===== config.mk =====
export PLATFORM = sky130hd
export DESIGN_NAME = imr_cell
export DESIGN_NICKNAME = d
export VERILOG_FILES = /design/src/hw/rtl/imr_pkg.sv /design/src/hw/rtl/imr_cell.sv
export SDC_FILE = /design/constraint.sdc
export NUM_CORES = 1
export LEC_CHECK = 0
export BUFFER_PORTS_ARGS = -buffer_cell sky130_fd_sc_hd__buf_4
export CAP_MARGIN = 20
export CORE_AREA = 4 4 260 262
export CTS_CLUSTER_SIZE = 40
export DETAILED_ROUTE_END_ITERATION = 10
export DIE_AREA = 0 0 264 266
export GPL_ROUTABILITY_DRIVEN = 0
export HOLD_SLACK_MARGIN = 0.12
export SLEW_MARGIN = 20
export SYNTH_ARGS = -nofsm -noshare
export SYNTH_HDL_FRONTEND = slang
export SYNTH_SLANG_ARGS = --single-unit

===== constraint.sdc =====
create_clock -name clk_i -period 4 [get_ports clk_i]
set_input_delay 0.8 -clock clk_i [delete_from_list [all_inputs] [get_ports clk_i]]
set_output_delay 0.8 -clock clk_i [all_outputs]
set_load 0.005 [all_outputs]

===== src/hw/rtl/imr_pkg.sv =====
// ----------------------------------------------------------------------------
// imr_pkg
// shared types and constants of the interval map with range assignment
// ----------------------------------------------------------------------------
`default_nettype none

package imr_pkg;

  localparam int unsigned CAPACITY_DEF    = 64;
  localparam int unsigned VALUE_WIDTH_DEF = 32;
  localparam int unsigned KEY_W           = 64;
  localparam int unsigned IO_VALUE_W      = 32;

  localparam logic signed [KEY_W-1:0] KEY_MIN = {1'b1, {(KEY_W-1){1'b0}}};
  localparam logic signed [KEY_W-1:0] KEY_MAX = {1'b0, {(KEY_W-1){1'b1}}};

  typedef enum logic [1:0] {
    MODE_ASSIGN = 2'd0,
    MODE_QUERY  = 2'd1,
    MODE_TAIL   = 2'd2,
    MODE_RSVD   = 2'd3
  } mode_e;

  typedef enum logic [1:0] {
    ST_OK        = 2'd0,
    ST_BAD_RANGE = 2'd1,
    ST_FULL      = 2'd2,
    ST_NOT_PAST  = 2'd3
  } status_e;

  typedef enum logic [2:0] {
    CELL_HOLD,
    CELL_SHL,
    CELL_SHR,
    CELL_WRITE,
    CELL_CLEAR
  } cell_op_e;

  typedef enum logic [2:0] {
    S_IDLE,
    S_EVAL,
    S_PLAN,
    S_SHIFT,
    S_WRITE
  } state_e;

  typedef struct packed {
    cell_op_e op;
    logic     w0_en;
    logic     w1_en;
  } cell_ctl_t;

endpackage

`default_nettype wire


===== src/hw/rtl/imr_cell.sv =====
// ----------------------------------------------------------------------------
// imr_cell
// one breakpoint slot: holds key and value, compares against both bounds
// and takes a neighbor entry on shifts
// ----------------------------------------------------------------------------
`default_nettype none

module imr_cell #(
  parameter int unsigned IDX         = 0,
  parameter int unsigned CW          = 7,
  parameter int unsigned VALUE_WIDTH = 32
) (
  input  logic                            clk_i,
  input  logic                            rst_ni,
  input  imr_pkg::cell_ctl_t              ctl_i,
  input  logic [CW-1:0]                   start_i,
  input  logic [CW-1:0]                   count_i,
  input  logic [CW-1:0]                   w0_idx_i,
  input  logic [CW-1:0]                   w1_idx_i,
  input  logic signed [imr_pkg::KEY_W-1:0] w0_key_i,
  input  logic [VALUE_WIDTH-1:0]          w0_val_i,
  input  logic signed [imr_pkg::KEY_W-1:0] w1_key_i,
  input  logic [VALUE_WIDTH-1:0]          w1_val_i,
  input  logic [VALUE_WIDTH-1:0]          clr_val_i,
  input  logic signed [imr_pkg::KEY_W-1:0] cmp_a_i,
  input  logic signed [imr_pkg::KEY_W-1:0] cmp_b_i,
  input  logic signed [imr_pkg::KEY_W-1:0] left_key_i,
  input  logic [VALUE_WIDTH-1:0]          left_val_i,
  input  logic signed [imr_pkg::KEY_W-1:0] right_key_i,
  input  logic [VALUE_WIDTH-1:0]          right_val_i,
  output logic signed [imr_pkg::KEY_W-1:0] key_o,
  output logic [VALUE_WIDTH-1:0]          val_o,
  output logic                            valid_o,
  output logic                            a_lt_o,
  output logic                            b_le_o
);
  import imr_pkg::*;

  localparam logic [CW-1:0] IDX_C = CW'(IDX);

  logic signed [KEY_W-1:0] key_q, key_d;
  logic [VALUE_WIDTH-1:0]  val_q, val_d;

  always_comb begin
    key_d = key_q;
    val_d = val_q;
    unique case (ctl_i.op)
      CELL_SHL: begin
        if (IDX_C >= start_i) begin
          key_d = right_key_i;
          val_d = right_val_i;
        end
      end
      CELL_SHR: begin
        if (IDX_C > start_i) begin
          key_d = left_key_i;
          val_d = left_val_i;
        end
      end
      CELL_WRITE: begin
        if (ctl_i.w0_en && IDX_C == w0_idx_i) begin
          key_d = w0_key_i;
          val_d = w0_val_i;
        end else if (ctl_i.w1_en && IDX_C == w1_idx_i) begin
          key_d = w1_key_i;
          val_d = w1_val_i;
        end
      end
      CELL_CLEAR: begin
        if (IDX == 0) begin
          key_d = KEY_MIN;
          val_d = clr_val_i;
        end
      end
      default: begin
        key_d = key_q;
        val_d = val_q;
      end
    endcase
  end

  always_ff @(posedge clk_i or negedge rst_ni) begin
    if (!rst_ni) begin
      key_q <= KEY_MIN;
      val_q <= '0;
    end else begin
      key_q <= key_d;
      val_q <= val_d;
    end
  end

  assign key_o   = key_q;
  assign val_o   = val_q;
  assign valid_o = IDX_C < count_i;
  assign a_lt_o  = valid_o && (key_q < cmp_a_i);
  assign b_le_o  = valid_o && !(cmp_b_i < key_q);

endmodule

`default_nettype wire


==> results.cfg, run 1 <==
[outcome]
status = finished clean

[routing]
drc = 0
wl_per_cell_um = 19.4
wl_mm = 53.8
firstDrtPassIters = 5
ant_nets = 0
via_per_inst = 4.24
drt-initial-drc-count = 512
vias = 11700

[global_routing]
grt_pass1_vias = 11900
overflow = 0
grt_pass1_wl_mm = 76.6
grt_use_total = 0.146
antenna_found_initial = 8
grt_max_degree = 113

[cts]
htree_levels = 3
cts.sinks = 96
cts_tree = yes
clock_latency_ps = 390
cts.clk_slew.worst_paths_ps = 80
cts.path.max_buffers = 2
cts_buffers = 9
hold_buffers = 0
root_buffer = clkbuf_16

[synthesis]
netlist_instances = 1267
synthFlopType = dfrtp_1
synthesis.area_sq_um = 9590
yosys.area.top_type = dfrtp_1
syn-num-nets = 1972
synth_area_leaders = dfrtp_1 25%, ha_1 16%, mux2i_1 10%
ys_seq_area_frac = 0.251
ys_async_sr_fraction = 1.00
ys_ff_latch = 96
synth_area_per_cell_sq_um = 7.57
ys_types = 41
yosys_warnings = 0
synth-edff-count = 0
synth_top_area_frac = 0.248

[die]
dieWidth_um = 264
rows = 94
start_util = 0.147
die_h_um = 266
die_area_sq_um = 70200
core_area_sq_um = 65400
io_pins = 678

[timing]
fmax_mhz = 256
slew_violations = 0
period_share = 0.975
max_slew.worst_pin.slew_ps = 847
fin_crit_ps = 3900
setup_ws_ps = 98.6
finalSetupViolCount = 0
slew_headroom = 0.436
rsz0062_at_grt = no
hold_viol = 0
finClkSkew_ps = 0

[placement]
dp_hpwl_mm = 45.4
io_buffers = 677
place_worst_setup_slack_ps = -275
dp.cells = 2748
dpl_cell_area_sq_um = 15700

[setup_path]
cp-end-kind = output pin
worstSetupStartpointType = primary input
cp.required_ps = 3200
crit_fanout = 3
worst-setup-path-type = primary input to output pin
crit_arrival_ps = 3100

[final_layout]
ff_latch_area_sq_um = 2410
final_cell_mix = 695 x buf_4, 145 x nor2_1, 141 x a21oi_1
final_common_cell = buf_4
fill_cells = 7302
drive_gt1_frac = 0.386
design_area_sq_um = 16000
areaGrowthSynthToFinish_pct = 66.8
final_util = 0.245
final_nets = 2600
multi_input_area_sq_um = 6420
fin_cells = 2768

[min_path]
hold_path_class = primary input to asynchronous set/reset pin

[job]
cap_violations = 0

[power_and_ir_drop]
fin_total_pwr_mw = 3.18
power.density_nw_per_um2 = 199
ir_drop_uv = 195
power_leakage_nw = 8.44
## power by group
part,internal [mW],total (mW),switching [mW]
Sequential,1.04,1.09,0.0514
Combinational,0.657,1.15,0.496
Clock,0.439,0.940,0.501
## cell type report
type / count / area share
diodes: 4 / 0.000626
repair buffers: 700 / 0.332
clock inverters: 7 / 0.00391
well taps: 864 / 0.0676
multi-input cells: 962 / 0.402
flip-flops and latches: 96 / 0.150
clock buffers: 9 / 0.0141
inverters: 126 / 0.0296
## cells by family after synthesis
group                    count (synthesis)  share of synthesized area
flip-flops                              96                      0.251
adder cells (fa/ha/maj)                126                      0.164
multiplexers                            97                      0.101
AO/OA/AOI/OAI                          391                      0.237
AND/OR/NAND/NOR                        348                      0.161
buffers and inverters                  209                     0.0863
## routing by layer
metal  wire length, um  global-route usage
met1             21700               0.173
met2             26100               0.253
met3              4460              0.0468
met4              1510              0.0457
met5                35                   0
## through the flow
step,hold slack [ps],TNS [ps]
after global placement,462,-238
after detailed placement,467,-275
final,436,0
after global routing,459,0
after floorplan,470,0
after CTS,426,0
## state kept, by name (all words and copies together), names as in the netlist
register / cells
key_o: 64
val_o: 32
## path summary, 6_finish.rpt
kind,to,cells past startpoint,startpoint,slack [ps]
worst max register to register,key_o[62],3,key_o[62],3050
worst min register to register,val_o[26],2,val_o[26],480
min in group clk_i,val_o[26],2,val_o[26],480
worst min-delay path,key_o[55],1,rst_ni,440
max in group asynchronous,key_o[61],2,rst_ni,2780
worst max-delay path,a_lt_o,12,cmp_a_i[59],100
## what timing repair did
item                       in CTS  in global routing
gates resized for setup         4                  6
pin swaps                       0                  0
setup endpoints to repair       1                  2
buffers inserted                0                  0
## critical path, cell delays in order
cell      delay [ps]
buf_4            100
inv_1            110
ha_1             260
and2_0           180
a221o_1          290
a221o_1          400
a211oi_2         160
buf_4            170
a211oi_1          50
a31o_1           220
o21bai_2         210
buf_4            150
## synth_stat cells (32+ instances only)
| library cell | instances |
|---|---|
| nor2_1 | 146 |
| a21oi_1 | 141 |
| ha_1 | 126 |
| inv_1 | 126 |
| mux2i_1 | 96 |
| dfrtp_1 | 95 |
| o22ai_1 | 95 |
| o21ai_0 | 85 |
| nand3_1 | 78 |
| nand2_1 | 75 |
| clkbuf_1 | 63 |
| o31ai_1 | 32 |
Note: power is estimated with default switching activity, not from simulation.
==> run 2, diff against run 1 <==
BUFFER_PORTS_ARGS = unset   (was -buffer_cell sky130_fd_sc_hd__buf_4)
CORE_AREA = 4 4 265 267   (was 4 4 260 262)
DIE_AREA = 0 0 269 271   (was 0 0 264 266)
DONT_BUFFER_PORTS = 1   (was unset)
==> run 2 against run 1 <==
Compared with the run above: first-iteration DRC count is 25% higher; via count fell by 18%; clock skew is the same; total power decreased by 16%; largest power group is now sequential cells; critical path type is now flop to output pin; largest cell class unchanged; flip-flop and latch count stayed put.
==> results.cfg, run 2 (synthesized netlist as in run 1, its figures left out) <==
[setup_path]
crit_buf_inv = 3
slowest_delay_ps = 490
cp.required_ps = 3200
crit_path_frequent_cell = buf_4
crit_chain = inv_1 -> ha_1 -> nand4_1 -> nor4_2 -> buf_4 -> a221o_1 -> a21oi_1 -> mux2_2 -> o211ai_1 -> buf_4
r2r_cells = 2
cp.depth = 10
cp-end-kind = output pin
crit_slowest_cell = dfrtp_1
crit_fanout = 4
worstSetupStartpointType = flop
crit_arrival_ps = 2980
worst-setup-path-type = flop to output pin
cp_top_family = compound AO/OA/AOI/OAI gates

[global_routing]
overflow = 0
grt_pass1_wl_mm = 66.2
grt_max_degree = 195
grt_pass1_vias = 9194
grt_use_total = 0.127
antenna_found_initial = 14

[cts]
post-cts-setup-buffers = 0
root_buffer = clkbuf_16
cts_tree = yes
htree_levels = 3
cts.sinks = 96
cts.clk_slew.worst_paths_ps = 90
cts.path.max_buffers = 2
cts_buffers = 9
clock_latency_ps = 390

[timing]
period_share = 0.944
setup_ws_ps = 224
slew_headroom = 0.277
hold_viol = 0
finClkSkew_ps = 0
fmax_mhz = 265
finalSetupViolCount = 0
slew_violations = 0
fin_crit_ps = 3780
tns_ps = 0
max_slew.worst_pin.slew_ps = 1080

[die]
start_util = 0.141
die_area_sq_um = 72900
rows = 96
dieWidth_um = 269
die_h_um = 271
io_pins = 678
core_area_sq_um = 68100

[final_layout]
drive_gt1_frac = 0.0473
multi_input_area_sq_um = 6440
fill_cells = 7765
final_util = 0.161
final_common_cell = nor2_1
ff_latch_area_sq_um = 2400
final_cell_mix = 146 x nor2_1, 141 x a21oi_1, 126 x inv_1
areaGrowthSynthToFinish_pct = 14.5
design_area_sq_um = 11000
largest_reg_flops = 64
final_nets = 1926
fin_cells = 2113

[min_path]
hold_path_class = primary input to asynchronous set/reset pin

[power_and_ir_drop]
switching_share = 0.340
sequentialPowerShare = 0.419
ir_drop_uv = 197
power_frac_clock = 0.383
p_sw_mw = 0.909
power_leakage_nw = 5.16
intPower_mw = 1.76
power.density_nw_per_um2 = 244
combPwrFrac = 0.199

[placement]
dp.cells = 2090
io_buffers = 0
dp_hpwl_mm = 40.5
dpl_cell_area_sq_um = 10600
place_worst_setup_slack_ps = -111

[routing]
wl_per_cell_um = 23.4
drc = 0
drt-initial-drc-count = 640
ant_nets = 0
via_per_inst = 4.55
firstDrtPassIters = 5
wl_mm = 49.5
vias = 9605

[job]
cap_violations = 0

[outcome]
status = finished clean
[run 2: worst paths after layout]
kind / startpoint / endpoint / slack, ps
min in group clk_i: val_o[28] / val_o[28] / 530
worst max-delay path: key_o[62] / b_le_o / 220
max in group asynchronous: rst_ni / key_o[31] / 3140
worst max register to register: key_o[63] / key_o[63] / 3050
worst min register to register: val_o[28] / val_o[28] / 530
worst min-delay path: rst_ni / key_o[63] / 250
[run 2: power groups by stage]
stage	sequential (mW)	clock [mW]	combinational, mW
2_1_floorplan	1.11	0	0.407
3_3_place_gp	1.14	0	0.497
3_5_place_dp	1.14	0	0.508
4_1_cts	1.12	1.09	0.533
5_1_grt	1.13	1.10	0.611
6_report	1.12	1.02	0.531
[run 2: final cells by class]
class	count	area share
clock buffers	9	0.0205
multi-input cells	962	0.586
diodes	5	0.00114
well taps	882	0.101
clock inverters	7	0.00787
repair buffers	26	0.0214
inverters	126	0.0431
flip-flops and latches	96	0.219
[run 2: stage by stage]
stage,hold WS [ps],power [mW]
4_1_cts,202,2.74
5_1_grt,204,2.84
6_report,248,2.67
3_5_place_dp,502,1.64
3_3_place_gp,499,1.64
2_1_floorplan,470,1.51
[run 2: per-layer routing]
metal	track usage	part of all wire	vias up
met4	0.0457	0.032	12
met1	0.151	0.41	4499
met3	0.0444	0.093	81
met2	0.211	0.47	541
li1	-	-	4472
met5	0	0.0016	-
[run 2: what timing repair did]
item,4_1_cts,5_1_grt
pin swaps,0,2
resized for setup,4,6
endpoints found under the setup margin,2,2
hold buffers,1,0
endpoints found under the hold margin,95,0
[run 2: worst reg2reg max path, delay by kind of cell (launching register included)]
kind | cells | cell delay (ps)
compound gates | 1 | 160
buf+inv | 1 | 140
flops | 1 | 570
==> run 3, diff against run 2 <==
CAP_MARGIN = 30   (was 20)
CORE_AREA = 4 4 260 262   (was 4 4 265 267)
DIE_AREA = 0 0 264 266   (was 0 0 269 271)
RECOVER_POWER = 100   (was unset)
==> run 3 against run 2 <==
Compared with the run above: the flow now finishes with violations (capacitance limit, slew limit); final cell count fell by 0.28%; worst hold slack improved by 8.5 ps; non-clock buffer count is the same; die area decreased by 3.7%; critical path type is now primary input to output pin; largest cell class unchanged; highest routed layer unchanged.
==> results.cfg, run 3 (synthesized netlist as in run 1, its figures left out) <==
[outcome]
status = complete, but fails checks
violations = capacitance limit, slew limit

[timing]
finClkSkew_ps = 0
tns_ps = 0
slew_headroom = -0.896
setup_ws_ps = 180
rsz0062_at_grt = no
slew_violations = 174
hold_viol = 0
period_share = 0.955
hold_slack_ps = 256
max_slew.worst_pin.slew_ps = 2840
fmax_mhz = 262
fin_crit_ps = 3820
finalSetupViolCount = 0

[setup_path]
crit-reg2reg-capture = key_o[63]
worstSetupStartpointType = primary input
cp.required_ps = 3200
regToRegSetupSlack_ps = 3020
crit_fanout = 3
worst-setup-path-type = primary input to output pin
crit_arrival_ps = 3020
r2r_cells = 2
cp-end-kind = output pin
worstReg2RegStart = key_o[63]

[routing]
vias = 9504
wl_mm = 48.9
firstDrtPassIters = 5
ant_nets = 0
wl_per_cell_um = 23.2
via_per_inst = 4.51
drc = 0
drt-initial-drc-count = 495

[global_routing]
grt_use_total = 0.131
antenna_found_initial = 20
grt_pass1_vias = 9244
grt_max_degree = 195
grt_pass1_wl_mm = 66.3
overflow = 0

[final_layout]
final_cell_mix = 146 x nor2_1, 141 x a21oi_1, 126 x inv_1, 126 x ha_1, 96 x mux2i_1
fill_cells = 7516
drive_gt1_frac = 0.0416
largest_reg_flops = 64
fin_cells = 2107
multi_input_area_sq_um = 6390
final_common_cell = nor2_1
final_nets = 1926
final_util = 0.167
ff_latch_area_sq_um = 2410
areaGrowthSynthToFinish_pct = 13.7

[power_and_ir_drop]
ir_drop_uv = 197
power_leakage_nw = 5.12
power.density_nw_per_um2 = 243

[die]
die_h_um = 266
core_area_sq_um = 65400
rows = 94
io_pins = 678
dieWidth_um = 264
start_util = 0.147
die_area_sq_um = 70200

[cts]
cts.path.max_buffers = 2
root_buffer = clkbuf_16
cts_buffers = 9
cts_tree = yes
cts.sinks = 96
clock_latency_ps = 390
htree_levels = 3
cts.clk_slew.worst_paths_ps = 70
post-cts-setup-buffers = 0

[placement]
dp.cells = 2073
dp_hpwl_mm = 40.6
io_buffers = 0
place_worst_setup_slack_ps = 162

[min_path]
hold_path_class = primary input to asynchronous set/reset pin

[job]
cap_violations = 2
==> run 3: how the worst max path moves through the flow <==
stage / from / to
CTS: key_o[1] / b_le_o
detailed placement: cmp_a_i[17] / a_lt_o
finish: cmp_a_i[59] / a_lt_o
global route: key_o[59] / a_lt_o
floorplan: cmp_a_i[57] / a_lt_o
global placement: cmp_a_i[59] / a_lt_o
==> run 3: stage by stage <==
step                cell area [sq um]  power [mW]
global route                    10900        2.83
CTS                             10900        2.74
finish                          10900        2.65
global placement                10500        1.63
detailed placement              10600        1.64
floorplan                        9590        1.51
==> run 3: critical path: stages <==
cell,delay (ps)
inv_1,70
ha_1,330
and2_0,180
a221o_1,300
a221o_1,400
a211oi_2,170
buf_4,170
a211oi_1,50
a31o_1,190
o21bai_2,200
buf_4,150
==> run 3: cell type report <==
cell class | count | share of cell area
Antenna cell | 17 | 0.00390
Timing Repair Buffer | 26 | 0.0183
Multi-Input combinational cell | 962 | 0.586
Inverter | 126 | 0.0434
Tap cell | 864 | 0.0992
Clock buffer | 9 | 0.0207
Clock inverter | 7 | 0.00781
Sequential cell | 96 | 0.221
==> run 3: what timing repair did <==
| action | 4_1_cts | 5_1_grt |
|---|---|---|
| hold endpoints to repair | 95 | 0 |
| endpoints found under the setup margin | 0 | 2 |
| hold buffers | 1 | 0 |
| gates resized for setup | 0 | 5 |
==> run 3: power by group <==
group / internal (mW) / leakage (nW) / switching, mW
Combinational: 0.219 / 3.69 / 0.306
Sequential: 1.04 / 1.28 / 0.0769
Clock: 0.501 / 0.153 / 0.503
==> run 3: layer usage <==
| metal | wire [um] | track usage |
|---|---|---|
| met1 | 19500 | 0.154 |
| met2 | 23300 | 0.216 |
| met3 | 4300 | 0.0462 |
| met4 | 1710 | 0.0597 |
| met5 | 34 | 0 |
